--- src/sv/dss2ts_pkg.sv ---
`timescale 1ns / 1ps
// ----------------------------------------------------------------------------
// dss2ts_pkg
// Shared types and constants for the DSS to MPEG-2 transport stream converter.
// ----------------------------------------------------------------------------
package dss2ts_pkg;

    // DSS packet framing
    localparam int unsigned DSS_LEN   = 131;
    localparam int unsigned PAD_COUNT = 57;
    localparam int unsigned POS_W     = 8;
    localparam int unsigned IDX_W     = 6;

    localparam logic [7:0] DSS_SYNC  = 8'h1d;
    localparam logic [7:0] TS_SYNC   = 8'h47;
    localparam logic [7:0] PAD_BYTE  = 8'hff;
    localparam logic [12:0] NULL_PID = 13'h1fff;

    // Positions within a DSS packet that need special handling
    localparam logic [POS_W-1:0] POS_SYNC  = 8'd0;
    localparam logic [POS_W-1:0] POS_HDR1  = 8'd1;
    localparam logic [POS_W-1:0] POS_HDR2  = 8'd2;
    localparam logic [POS_W-1:0] POS_DROP  = 8'd3;
    localparam logic [POS_W-1:0] POS_FINAL = POS_W'(DSS_LEN - 1);

    // Continuity counter store
    localparam int unsigned SCID_W   = 12;
    localparam int unsigned CC_W     = 4;
    localparam int unsigned CC_DEPTH = 1 << SCID_W;

    // Last word index of each item kind
    localparam logic [IDX_W-1:0] IDX_SINGLE = 6'd0;
    localparam logic [IDX_W-1:0] IDX_HDR    = 6'd2;
    localparam logic [IDX_W-1:0] IDX_PAD    = IDX_W'(PAD_COUNT);

    // Scrambling code in DSS header byte one
    localparam logic [1:0] SCR_CLEAR = 2'd0;
    localparam logic [1:0] SCR_ODD   = 2'd1;

    // Kind of work held for the output side
    typedef enum logic [2:0] {
        ITEM_PLAIN = 3'b001,   // one word, the stored byte
        ITEM_HDR   = 3'b010,   // PID high, PID low, flags and counter
        ITEM_FINAL = 3'b100    // stored byte then padding
    } item_kind_t;

    typedef struct packed {
        item_kind_t         kind;
        logic [7:0]         data;
        logic [SCID_W-1:0]  scid;
        logic [1:0]         code;
        logic [IDX_W-1:0]   last_idx;
    } item_t;

    // Counter write-back request from the output side
    typedef struct packed {
        logic               en;
        logic [SCID_W-1:0]  addr;
        logic [CC_W-1:0]    value;
    } cc_upd_t;

endpackage

--- src/sv/dss2ts_emit.sv ---
`timescale 1ns / 1ps
// ----------------------------------------------------------------------------
// dss2ts_emit
// Holds one decoded item and expands it into output words through a
// registered output stage.
// ----------------------------------------------------------------------------
module dss2ts_emit
    import dss2ts_pkg::*;
(
    input  logic            clk,
    input  logic            rst_n,
    input  logic            in_valid,
    input  item_t           in_item,
    output logic            in_ready,
    input  logic [CC_W-1:0] cc_rdata,
    output cc_upd_t         cc_upd,
    output logic            m_tvalid,
    input  logic            m_tready,
    output logic [7:0]      m_tdata,
    output logic            m_tlast
);

    logic             s1_valid_reg, s1_valid_next;
    item_t            s1_item_reg, s1_item_next;
    logic [IDX_W-1:0] k_reg, k_next;
    logic             out_valid_reg, out_valid_next;
    logic [7:0]       out_data_reg, out_data_next;
    logic             out_last_reg, out_last_next;

    logic             load;
    logic             at_last;
    logic             item_done;
    logic [12:0]      pid;
    logic [7:0]       hdr_byte;
    logic [7:0]       word;

    // Word selection for the held item
    always_comb
    begin
        load      = s1_valid_reg && (!out_valid_reg || m_tready);
        at_last   = (k_reg == s1_item_reg.last_idx);
        item_done = load && at_last;
        in_ready  = !s1_valid_reg || item_done;

        pid      = (s1_item_reg.scid == '0) ? NULL_PID : {1'b0, s1_item_reg.scid};
        hdr_byte = {s1_item_reg.code == SCR_ODD, s1_item_reg.code == SCR_CLEAR,
                    1'b0, 1'b1, cc_rdata};

        case (s1_item_reg.kind)
            ITEM_HDR:
            begin
                if (k_reg == IDX_SINGLE)
                    word = {3'b000, pid[12:8]};
                else if (k_reg == IDX_SINGLE + 1'b1)
                    word = pid[7:0];
                else
                    word = hdr_byte;
            end
            ITEM_FINAL:
                word = (k_reg == IDX_SINGLE) ? s1_item_reg.data : PAD_BYTE;
            default:
                word = s1_item_reg.data;
        endcase
    end

    // Item holding stage
    always_comb
    begin
        s1_valid_next = s1_valid_reg;
        s1_item_next  = s1_item_reg;
        k_next        = k_reg;
        if (in_valid && in_ready)
        begin
            s1_valid_next = 1'b1;
            s1_item_next  = in_item;
            k_next        = '0;
        end
        else if (item_done)
            s1_valid_next = 1'b0;
        else if (load)
            k_next = k_reg + 1'b1;
    end

    // Output register
    always_comb
    begin
        out_valid_next = out_valid_reg;
        out_data_next  = out_data_reg;
        out_last_next  = out_last_reg;
        if (load)
        begin
            out_valid_next = 1'b1;
            out_data_next  = word;
            out_last_next  = at_last;
        end
        else if (m_tready)
            out_valid_next = 1'b0;
    end

    // Counter write-back when the flags word goes out
    always_comb
    begin
        cc_upd.en    = load && (s1_item_reg.kind == ITEM_HDR) && (k_reg == IDX_HDR);
        cc_upd.addr  = s1_item_reg.scid;
        cc_upd.value = cc_rdata + 1'b1;
    end

    always_ff @(posedge clk or negedge rst_n)
    begin
        if (!rst_n)
        begin
            s1_valid_reg  <= 1'b0;
            k_reg         <= '0;
            out_valid_reg <= 1'b0;
        end
        else
        begin
            s1_valid_reg  <= s1_valid_next;
            k_reg         <= k_next;
            out_valid_reg <= out_valid_next;
        end
    end

    always_ff @(posedge clk)
    begin
        s1_item_reg  <= s1_item_next;
        out_data_reg <= out_data_next;
        out_last_reg <= out_last_next;
    end

    assign m_tvalid = out_valid_reg;
    assign m_tdata  = out_data_reg;
    assign m_tlast  = out_last_reg;

endmodule

--- config.mk ---
export PLATFORM = sky130hd
export DESIGN_NAME = dss2ts_emit
export DESIGN_NICKNAME = d
export VERILOG_FILES = /design/src/sv/dss2ts_pkg.sv /design/src/sv/dss2ts_emit.sv
export SDC_FILE = /design/constraint.sdc
export NUM_CORES = 1
export LEC_CHECK = 0
export ABC_CLOCK_PERIOD_IN_PS = 3370
export BUFFER_PORTS_ARGS = -buffer_cell sky130_fd_sc_hd__buf_4
export CAP_MARGIN = 20
export CORE_MARGIN = 5
export CORE_UTILIZATION = 45
export CTS_CLUSTER_DIAMETER = 100
export DETAILED_ROUTE_END_ITERATION = 12
export GPL_ROUTABILITY_DRIVEN = 0
export HOLD_SLACK_MARGIN = 0.06
export MAX_ROUTING_LAYER = met4
export PLACE_DENSITY_LB_ADDON = 0.2
export SLEW_MARGIN = 20
export SYNTH_ARGS = -nofsm -noshare
export SYNTH_HDL_FRONTEND = slang
export SYNTH_SLANG_ARGS = --single-unit
--- constraint.sdc ---
create_clock -name clk -period 3.37 [get_ports clk]
set_input_delay 0.5055 -clock clk [delete_from_list [all_inputs] [get_ports clk]]
set_output_delay 0.5055 -clock clk [all_outputs]
set_load 0.05 [all_outputs]
; After elaboration in Yosys (flattened, before gate mapping)
; Cells that the tools add are included.
[classes]
reduce_logical = 16
n_addsub = 2
muxes = 12
n_eq_ne = 7
[op_table]
columns = operator, n
row1 = 8-bit 2-to-1 mux, 3
row2 = 6-bit 2-to-1 mux, 3
row3 = 8-bit one-hot mux with 2 select lines, 1
row4 = 13-bit 2-to-1 mux, 1
row5 = 12-bit logical NOT, 1
row6 = 6-bit by 1-bit adder with 6-bit output (second input constant), 1
row7 = 6-bit by 1-bit == test with 1-bit output (second input constant), 1
row8 = 6-bit by 2-bit == test with 1-bit output (second input constant), 1
row9 = 6-bit == test, 1
row10 = 6-bit logical NOT, 1
row11 = 2-bit nonzero test, 3
row12 = 1-bit logical AND, 5
row13 = 4-bit by 1-bit adder with 4-bit output (second input constant), 1
row14 = 1-bit 2-to-1 mux, 4
row15 = 3-bit by 2-bit == test with 1-bit output (second input constant), 1
row16 = 3-bit == test (second input constant), 1
row17 = 2-bit by 1-bit == test with 1-bit output (second input constant), 1
row18 = 1-bit logical NOT, 2
row19 = 2-bit logical NOT, 1
row20 = 1-bit logical OR, 2
row21 = 2-bit by 1-bit != test with 1-bit output (second input constant), 1
row22 = 2-bit AND reduction, 1
[word_totals]
register_bits = 48
elab_cells = 47
output_inout_bits = 28

; Logic depth before layout (Yosys ltp)
; Gate-level depths: netlist of the first run.
[logic_depth]
word_depth = 8
ltp_mapped = 7

; Least setup slack after synthesis of the first run
; OpenSTA, ideal clock, no wires.
[synth_path]
kind = register -> register
startpoint = reg out_valid_reg, in the netlist m_tvalid
endpoint = reg s1_item_reg, in the netlist cc_upd[10] (enable)
setup_slack_ns = -0.363
stages_incl_launch_ff = 5
setup_time_ns = 0.403
arrival_ns = 3.330
path_buffers = 1
path_cell_list = dfrtp_1 nor2b_1 o31ai_1 and2_1 clkbuf_1
[synth_via]
elab_chain_cells = 6
[synth_rtl]
columns = item, line_no
row1 = start: declaration, dss2ts_emit.sv:26  ; logic out_valid_reg, out_valid_next;
row2 = start signal: assignment, dss2ts_emit.sv:120  ; out_valid_reg <= out_valid_next;
row3 = 1-bit logical NOT, dss2ts_emit.sv:40  ; load = s1_valid_reg && (!out_valid_reg || m_tready);
row4 = 1-bit logical OR, dss2ts_emit.sv:40
row5 = 1-bit logical AND, dss2ts_emit.sv:40
row6 = 1-bit logical AND, dss2ts_emit.sv:42  ; item_done = load && at_last;
row7 = 1-bit logical OR, dss2ts_emit.sv:43  ; in_ready = !s1_valid_reg || item_done;
row8 = net in_ready, dss2ts_emit.sv:14  ; output logic in_ready,
row9 = 1-bit logical AND, dss2ts_emit.sv:72  ; if (in_valid && in_ready)
row10 = end signal: assignment, dss2ts_emit.sv:126  ; s1_item_reg <= s1_item_next;
row11 = end: declaration, dss2ts_emit.sv:24  ; item_t s1_item_reg, s1_item_next;
; The timed path passes the listed nets, and every way through them passes these cells.
; A chain may end at the register's enable or synchronous reset.

==> results.py, run 1 <==
metrics = {
    "sta": {
        "rsz0062_at_grt": "no",
        "finalSetupTns_ns": 0,
        "drv_slew": 0,
        "finalHoldViolations": 0,
        "clock_skew_ns": 0.006808,
        "fmax_mhz": 435.0,
        "setup_viol": 0,
        "tightest_slew_ns": 0.5690,
        "min_period_ns": 2.299,
        "min_period_over_period_pct": 68.21,
        "setup_slack_ns": 1.071,
        "slew_headroom_pct": 61.08,
    },
    "route": {
        "post_drt_wl_per_cell_um": 14.60,
        "drt-total-wl_um": 4642,
        "vias_per_cell": 4.981,
        "dr_total_vias": 1584,
        "drtIter0Drc": 116,
        "final_antenna_net_count": 0,
        "drtPass1Iterations": 4,
        "drcViolationCount": 0,
    },
    "floorplanning": {
        "coreArea_sq_um": 5010,
        "die_w_um": 81.33,
        "dieArea_sq_um": 6615,
        "ios": 67,
        "die_y_um": 81.33,
        "rows": 26,
        "initial_core_util_pct": 45.70,
    },
    "global_route": {
        "antenna_found_initial": 0,
        "grt_pass1_wl_um": 7307,
        "grt_overflow": 0,
        "met2_usage_pct": 22.39,
        "top_usage_layer": "met2",
        "grt_pass1_vias": 1493,
        "grtUsageMet3_pct": 4.324,
        "track_usage_pct": 15.38,
        "grt_max_degree": 36,
        "grtUsageMet1_pct": 20.91,
    },
    "critical_path": {
        "cp.depth": 4,
        "crit_family": "simple AND/OR/NAND/NOR gates",
        "crit_chain": "nor4_4, nand2_1, nor3_1, buf_4",
        "slowest_stage": "dfrtp_1",
        "critPathLaunchType": "register",
        "worstRegToRegCells": 5,
        "worst_ep_arrival_time_ns": 1.79,
        "critical_path_class": "register to output pin",
        "crit-reg2reg-capture": "s1_item_reg[0]$_DFFE_PN_",
        "worst_setup_path_end_kind": "output pin",
        "cp-endpoint": "cc_upd[16]",
        "crit_path_start": "k_reg[2]$_DFFE_PN0P_",
        "worst-path-buf-inv": 1,
        "cp_max_fo": 8,
        "r2r-start": "k_reg[2]$_DFFE_PN0P_",
        "rrSetupSlack_ns": 1.34,
        "required_ns": 2.86,
        "slowest_delay_ns": 0.48,
    },
    "place": {
        "place_ws_ns": 1.329,
        "placed_cell_area_sq_um": 2775,
        "port-buffer-count": 66,
        "dp_hpwl_um": 3555,
    },
    "pwr": {
        "power.density_nw_per_um2": 564.1,
        "peakVddDrop_uv": 285.2,
        "leakage_nw": 1.158,
    },
    "synth": {
        "synthTopCellsByCount": "40 x edfxtp_1, 15 x nor2_1, 12 x buf_4",
        "synth.most_common_cell": "edfxtp_1",
        "ys_ff_latch": 48,
        "syn_nets": 233,
        "yosysWarnings": 0,
        "synth_edf_count": 40,
        "synthCells": 189,
        "ys_top_cells_by_area": "edfxtp_1 52%, dfrtp_1 8.7%, buf_4 3.9%",
        "async_flop_share_pct": 16.67,
        "netlist_area_sq_um": 2290,
        "ys_seq_area_share_pct": 61.20,
        "synth_area_leader_cell": "edfxtp_1",
        "synthFlopType": "edfxtp_1",
        "synth_area_per_cell_sq_um": 12.11,
        "synth_top_area_share_pct": 52.46,
        "ys_types": 40,
    },
    "status": {
        "status": "finished, final reports clean",
    },
    "clocking": {
        "clock_latency_ns": 0.30,
        "cts_tree": "done",
        "htree_num_levels": 2,
        "postCtsSetupBuffers": 0,
        "postCtsHoldBufs": 1,
        "cts_root_buf": "clkbuf_8",
        "clk_pin_slew_ns": 0.09,
        "cts_resized": 0,
        "clockBufferDepth": 2,
        "clkSinkCount": 48,
        "cts_inserted_buffers": 5,
    },
    "final_layout": {
        "design_area_sq_um": 2893,
        "multi_input_area_sq_um": 738.2,
        "fillCellCount": 443,
        "area_delta_synth_final_pct": 26.34,
        "diodes": 0,
        "fin_nets": 291,
        "largest_reg_flops": 19,
        "drive_gt1_share_pct": 32.26,
        "seqCellArea_sq_um": 1401,
    },
    "min_path": {
        "worstHoldPathType": "input port to register",
    },
    "job": {
        "cap_viol_max_count": 0,
    },
}
## layout make-up
cell class / instances / share of cell area [%]
Clock inverter: 2 / 1.211
Multi-Input combinational cell: 112 / 25.52
Tap cell: 70 / 3.028
Clock buffer: 6 / 2.509
Timing Repair Buffer: 68 / 17.73
Inverter: 12 / 1.557
Sequential cell: 48 / 48.44
## where the power goes
group / total [W] / internal [W] / switching [W]
combinational: 0.000440 / 0.000185 / 0.000255
sequential: 0.000789 / 0.000703 / 0.0000856
clock: 0.000403 / 0.000220 / 0.000183
total: 0.00163 / 0.00111 / 0.000523
## stage by stage
| step | utilization (%) | instances | power (W) | hold slack (ns) |
|---|---|---|---|---|
| finish | 57.74 | 318 | 0.001632 | 0.3764 |
| global route | 57.74 | 318 | 0.001722 | 0.3552 |
| CTS | 57.74 | 318 | 0.001646 | 0.3694 |
| detailed placement | 55.39 | 309 | 0.001238 | 0.3383 |
| global placement | 55.39 | 309 | 0.001229 | 0.3366 |
| floorplan | - | 189 | 0.001114 | 0.2099 |
## worst min-delay path by stage
stage	from	endpoint	slack [ns]	depth (start not counted)
final	in_item[30]	s1_item_reg[30]$_DFFE_PN_	0.38	1
after global routing	in_item[28]	s1_item_reg[28]$_DFFE_PN_	0.36	1
after CTS	in_item[22]	s1_item_reg[22]$_DFFE_PN_	0.37	1
after detailed placement	rst_n	m_tvalid$_DFFE_PN0P_	0.34	1
after global placement	rst_n	m_tvalid$_DFFE_PN0P_	0.34	1
after floorplan	rst_n	k_reg[0]$_DFFE_PN0P_	0.21	0
## routing by layer
metal	part of all wire, %	up-vias
met2	47	49
met4	0.58	0
met1	47	736
met3	5.8	4
li1	-	795
met5	0	-
## worst register-to-register path: stages (launching register included)
cell	delay, ns
dfrtp_1	0.48
xnor2_1	0.25
nand4_1	0.14
o31ai_2	0.27
and2_1	0.17
buf_4	0.37
## cell usage in the layout (no fill, tap or decap), types with 2 or more instances in the layout
cell,count
nand3_1,7
o211ai_1,4
o22ai_1,4
nand2b_1,6
edfxtp_1,40
o21ai_0,6
clkbuf_8,5
a221oi_1,4
a211o_1,5
xnor2_1,9
nand2_1,11
ha_1,5
nor4_1,3
inv_1,11
nand4_1,2
and2_1,3
dfrtp_1,8
nor3_1,2
a21oi_1,8
buf_4,67
nor2_1,15
## cell families (layout without fill, tap and decap cells)
| logic type | after synthesis | in the layout | share of synthesized area, % |
|---|---|---|---|
| xor+xnor | 10 | 10 | 3.825 |
| mux | 1 | 1 | 0.4372 |
| flops | 48 | 48 | 61.20 |
| compound gates | 38 | 38 | 11.26 |
| fa+ha+maj | 5 | 5 | 2.732 |
| simple gates | 58 | 58 | 13.77 |
| buf+inv | 29 | 88 | 6.776 |
Note: power is estimated with default switching activity, not from simulation.
==> inputs of run 2 (changes only) <==
- ABC_CLOCK_PERIOD_IN_PS: 3370 -> 2400
- clock period: 3.37 -> 2.4 ns (I/O delays scaled with it)
==> run 2 against run 1 <==
Net effect:
- flip-flop and latch count is the same
- clock-buffer cell count grew 1
- via count grew 2.8%
- combinational power grew 41%
- register-to-register slack lost 0.95 ns
- critical endpoint unchanged
==> results.py, run 2 (same netlist as run 1, synthesis figures left out) <==
metrics = {
    "pwr": {
        "clockPowerShare_pct": 26.4,
        "power.density_nw_per_um2": 801.7,
        "peakVddDrop_uv": 523.1,
        "intPower_w": 0.001617,
        "swShare_pct": 31.24,
        "comb_power_share_pct": 26.4,
        "leakage_nw": 1.171,
        "p_seq_share_pct": 47.3,
        "switchingPower_w": 0.0007346,
    },
    "route": {
        "dr_total_vias": 1629,
        "vias_per_cell": 5.123,
        "drtPass1Iterations": 4,
        "drt-total-wl_um": 4809,
        "post_drt_wl_per_cell_um": 15.12,
        "drcViolationCount": 0,
        "drtIter0Drc": 129,
        "final_antenna_net_count": 0,
    },
    "critical_path": {
        "worst_ep_arrival_time_ns": 1.82,
        "critPathLaunchType": "register",
        "worst_setup_path_end_kind": "output pin",
        "cp_max_fo": 8,
        "critical_path_class": "register to output pin",
        "required_ns": 2.04,
    },
    "final_layout": {
        "fillCellCount": 446,
        "fin_nets": 291,
        "drive_gt1_share_pct": 32.66,
        "final_cell_mix": "66 x buf_4, 40 x edfxtp_1, 15 x nor2_1",
        "mostFrequentLayoutCell": "buf_4",
        "largest_reg_flops": 19,
        "diodes": 0,
        "area_delta_synth_final_pct": 28.09,
    },
    "sta": {
        "min_period_over_period_pct": 90.73,
        "fmax_mhz": 459.2,
        "tightest_slew_ns": 0.6317,
        "min_period_ns": 2.177,
        "finalSetupTns_ns": 0,
        "holdWs_ns": 0.2360,
        "clock_skew_ns": 0.006066,
        "finalHoldViolations": 0,
        "setup_viol": 0,
        "slew_headroom_pct": 57.89,
        "drv_slew": 0,
        "rsz0062_at_grt": "no",
    },
    "clocking": {
        "clock_latency_ns": 0.29,
        "clockBufferDepth": 2,
        "cts_inserted_buffers": 5,
        "cts_root_buf": "clkbuf_8",
        "htree_num_levels": 2,
        "postCtsHoldBufs": 1,
        "cts_resized": 0,
        "postCtsSetupBuffers": 0,
        "clk_pin_slew_ns": 0.08,
        "cts_tree": "done",
        "clkSinkCount": 48,
    },
    "place": {
        "port-buffer-count": 66,
        "dp_hpwl_um": 3646,
    },
    "global_route": {
        "antenna_found_initial": 0,
        "grt_overflow": 0,
        "grt_pass1_vias": 1546,
        "track_usage_pct": 15.76,
        "grt_pass1_wl_um": 7562,
        "grt_max_degree": 36,
    },
    "min_path": {
        "worstHoldPathType": "input port to register",
    },
    "floorplanning": {
        "coreArea_sq_um": 5010,
        "initial_core_util_pct": 45.70,
        "die_y_um": 81.33,
        "ios": 67,
        "dieArea_sq_um": 6615,
        "die_w_um": 81.33,
        "rows": 26,
    },
    "status": {
        "status": "finished, final reports clean",
    },
    "job": {
        "cap_viol_max_count": 0,
    },
}
## run 2: cell count changes in the layout (fill, tap and decap cells not counted), sizes merged
cell and change:
clkbuf +1, clkinv -1
## run 2: layout make-up
class | instances | area, sq um | area share (%)
Clock buffer | 7 | 96.34 | 3.285
Clock inverter | 1 | 30.03 | 1.024
Timing Repair Buffer | 68 | 525.5 | 17.92
Inverter | 12 | 45.04 | 1.536
Multi-Input combinational cell | 112 | 747.0 | 25.47
Tap cell | 70 | 87.58 | 2.986
Sequential cell | 48 | 1401 | 47.78
## run 2: worst max-delay path, stage by stage (launching register included)
cell and delay [ns]:
dfrtp_1 0.48, nor4_4 0.49, nand2_1 0.10, nor3_1 0.21, buf_4 0.25
## run 2: worst paths after layout
kind,depth (start not counted),slack [ns],to,from
worst max-delay path,4,0.22,cc_upd[16],k_reg[3]$_DFFE_PN0P_
worst max register to register,7,0.39,m_tdata[3]$_DFFE_PP_,k_reg[0]$_DFFE_PN0P_
max in group asynchronous,2,1.84,k_reg[2]$_DFFE_PN0P_,rst_n
worst min-delay path,1,0.24,cc_upd[9]$_DFFE_PN_,in_item[13]
worst min register to register,1,0.57,m_tdata[2]$_DFFE_PP_,s1_item_reg[22]$_DFFE_PN_
min in group asynchronous,2,0.42,m_tvalid$_DFFE_PN0P_,rst_n
## run 2: power groups by stage
stage          logic, W  clock network (W)  registers, W
2_1_floorplan  0.000445                  0       0.00113
3_3_place_gp   0.000607                  0       0.00113
3_5_place_dp   0.000614                  0       0.00113
4_1_cts        0.000622           0.000642       0.00111
5_1_grt        0.000692           0.000680       0.00113
6_report       0.000620           0.000620       0.00111
## run 2: metrics by stage
step	total power [W]	instance area [sq um]	util [%]	setup slack (ns)	instances
CTS	0.002376	2933	58.54	0.1787	318
finish	0.002351	2933	58.54	0.2225	318
global placement	0.001735	2796	55.82	0.4280	309
global route	0.002499	2933	58.54	0.1289	318
floorplan	0.001571	2307	-	0.02227	189
detailed placement	0.001746	2796	55.82	0.4127	309
## run 2: layer usage
metal	GRT usage (%)	wire length (um)
met5	-	0
met4	4.561	52
met3	3.991	275
met2	23.53	2233
met1	21.26	2247
==> inputs of run 3 (changes only) <==
- BUFFER_PORTS_ARGS: -buffer_cell sky130_fd_sc_hd__buf_4 -> -buffer_cell sky130_fd_sc_hd__clkbuf_2
==> run 3 against run 2 <==
Net effect:
- combinational power fell by 6.6%
- sequential power about the same
- non-clock buffer count is the same
- clock-buffer cell count fell by 1
- first-iteration DRC count down 7.0%
- global-route usage decreased by 0.078 points
- design area shrank 5.4%
- register-to-register slack gained 0.03 ns
- clock power rose by 7.4%
- critical path type unchanged
- largest cell class unchanged
- largest power group unchanged
- highest routed layer unchanged
==> results.py, run 3 (same netlist as run 1, synthesis figures left out) <==
metrics = {
    "status": {
        "status": "finished, final reports clean",
    },
    "pwr": {
        "clockPowerShare_pct": 28.2,
        "power.density_nw_per_um2": 851.2,
        "comb_power_share_pct": 24.5,
        "swShare_pct": 30.81,
        "switchingPower_w": 0.0007275,
        "peakVddDrop_uv": 477.6,
        "intPower_w": 0.001634,
        "leakage_nw": 1.129,
        "p_seq_share_pct": 47.3,
    },
    "route": {
        "post_drt_wl_per_cell_um": 14.28,
        "drt-total-wl_um": 4540,
        "drtIter0Drc": 120,
        "final_antenna_net_count": 0,
        "vias_per_cell": 5.057,
        "drcViolationCount": 0,
        "dr_total_vias": 1608,
        "drtPass1Iterations": 4,
    },
    "critical_path": {
        "required_ns": 2.04,
        "worst_ep_arrival_time_ns": 1.88,
        "r2r-start": "k_reg[0]$_DFFE_PN0P_",
        "slowest_delay_ns": 0.49,
        "critical_path_class": "register to output pin",
        "critPathLaunchType": "register",
        "worstRegToRegCells": 7,
        "worst_setup_path_end_kind": "output pin",
        "slowest_stage": "nor4_4",
        "cp_max_fo": 8,
        "crit-reg2reg-capture": "m_tdata[3]$_DFFE_PP_",
        "crit_chain": "nor4_4, nand2_1, nor3_1, clkbuf_2",
        "rrSetupSlack_ns": 0.42,
    },
    "final_layout": {
        "final_cell_mix": "66 x clkbuf_2, 40 x edfxtp_1, 15 x nor2_1",
        "drive_gt1_share_pct": 32.26,
        "finish.utilization_pct": 55.37,
        "largest_reg_flops": 19,
        "fin_nets": 291,
        "area_delta_synth_final_pct": 21.15,
        "fillCellCount": 451,
        "diodes": 0,
        "mostFrequentLayoutCell": "clkbuf_2",
    },
    "sta": {
        "setup_viol": 0,
        "finalHoldViolations": 0,
        "rsz0062_at_grt": "no",
        "tightest_slew_ns": 0.5625,
        "setup_slack_ns": 0.1633,
        "clock_skew_ns": 0.01298,
        "fmax_mhz": 447.1,
        "min_period_ns": 2.237,
        "finalSetupTns_ns": 0,
        "holdWs_ns": 0.2296,
        "min_period_over_period_pct": 93.20,
        "slew_headroom_pct": 62.50,
        "drv_slew": 0,
    },
    "place": {
        "place_ws_ns": 0.4140,
        "port-buffer-count": 66,
        "dp_hpwl_um": 3456,
    },
    "min_path": {
        "hold-path-cell-count": 1,
        "hold_end": "cc_upd[11]$_DFFE_PN_",
        "min_from": "in_item[15]",
        "worstHoldPathType": "input port to register",
    },
    "job": {
        "cap_viol_max_count": 0,
    },
    "floorplanning": {
        "die_y_um": 81.33,
        "rows": 26,
        "coreArea_sq_um": 5010,
        "dieArea_sq_um": 6615,
        "die_w_um": 81.33,
        "ios": 67,
        "initial_core_util_pct": 45.70,
    },
    "global_route": {
        "track_usage_pct": 15.68,
        "antenna_found_initial": 0,
        "grt_pass1_wl_um": 7527,
        "grt_pass1_vias": 1590,
        "grt_max_degree": 36,
        "grt_overflow": 0,
    },
    "clocking": {
        "clock_latency_ns": 0.30,
        "clk_pin_slew_ns": 0.09,
        "htree_num_levels": 2,
        "clockBufferDepth": 2,
        "postCtsSetupBuffers": 0,
        "cts_inserted_buffers": 5,
        "clkSinkCount": 48,
        "cts_root_buf": "clkbuf_8",
        "cts_tree": "done",
    },
}
[run 3: cell count changes in the layout (fill, tap and decap cells not counted), sizes merged]
| cell | previous run | this run |
|---|---|---|
| clkbuf | 7 | 72 |
| bufinv | 1 | 2 |
| buf | 67 | 1 |
[run 3: cell type report]
type                            count  area (sq um)  share of cell area, %
Multi-Input combinational cell    112         747.0                  26.93
Clock inverter                      2         60.06                  2.165
Tap cell                           70         87.58                  3.157
Timing Repair Buffer               68         360.3                  12.99
Clock buffer                        6         72.57                  2.616
Inverter                           12         45.04                  1.624
Sequential cell                    48          1401                  50.52
[run 3: layer usage]
| metal | wire length [um] | track usage (%) |
|---|---|---|
| met1 | 2051 | 21.47 |
| met5 | 0 | - |
| met3 | 321 | 4.102 |
| met2 | 2145 | 22.96 |
| met4 | 22 | 4.561 |
[run 3: how the worst max path moves through the flow]
stage	startpoint	to	cells after the start
after floorplan	k_reg[3]$_DFFE_PN0P_	cc_upd[16]	4
after global placement	k_reg[0]$_DFFE_PN0P_	m_tdata[3]$_DFFE_PP_	7
after detailed placement	k_reg[0]$_DFFE_PN0P_	m_tdata[3]$_DFFE_PP_	7
after CTS	k_reg[2]$_DFFE_PN0P_	cc_upd[16]	4
after global routing	k_reg[2]$_DFFE_PN0P_	cc_upd[16]	4
final	k_reg[2]$_DFFE_PN0P_	cc_upd[16]	4
[run 3: what timing repair did]
action                                 4_1_cts  5_1_grt
gates resized for setup                      0        0
endpoints found under the hold margin        8        0
hold buffers                                 1        0
[run 3: power groups by stage]
stage / registers, W / clock network, W / logic, W
2_1_floorplan: 0.00113 / 0 / 0.000445
3_3_place_gp: 0.00113 / 0 / 0.000576
3_5_place_dp: 0.00113 / 0 / 0.000578
4_1_cts: 0.00112 / 0.000686 / 0.000583
5_1_grt: 0.00113 / 0.000717 / 0.000655
6_report: 0.00112 / 0.000666 / 0.000579
[run 3: metrics by stage]
| stage | total power [W] | std cells | instance area [sq um] |
|---|---|---|---|
| 2_1_floorplan | 0.001571 | 189 | 2307 |
| 3_3_place_gp | 0.001703 | 309 | 2631 |
| 3_5_place_dp | 0.001711 | 309 | 2631 |
| 4_1_cts | 0.002385 | 318 | 2774 |
| 5_1_grt | 0.002505 | 318 | 2774 |
| 6_report | 0.002361 | 318 | 2774 |
[run 3: worst max-delay path, delay by kind of cell, from the launching register on]
kind	cells	cell delay, ns
DFF	1	0.47
and+or+nand+nor	3	0.79
buffers and inverters	1	0.32
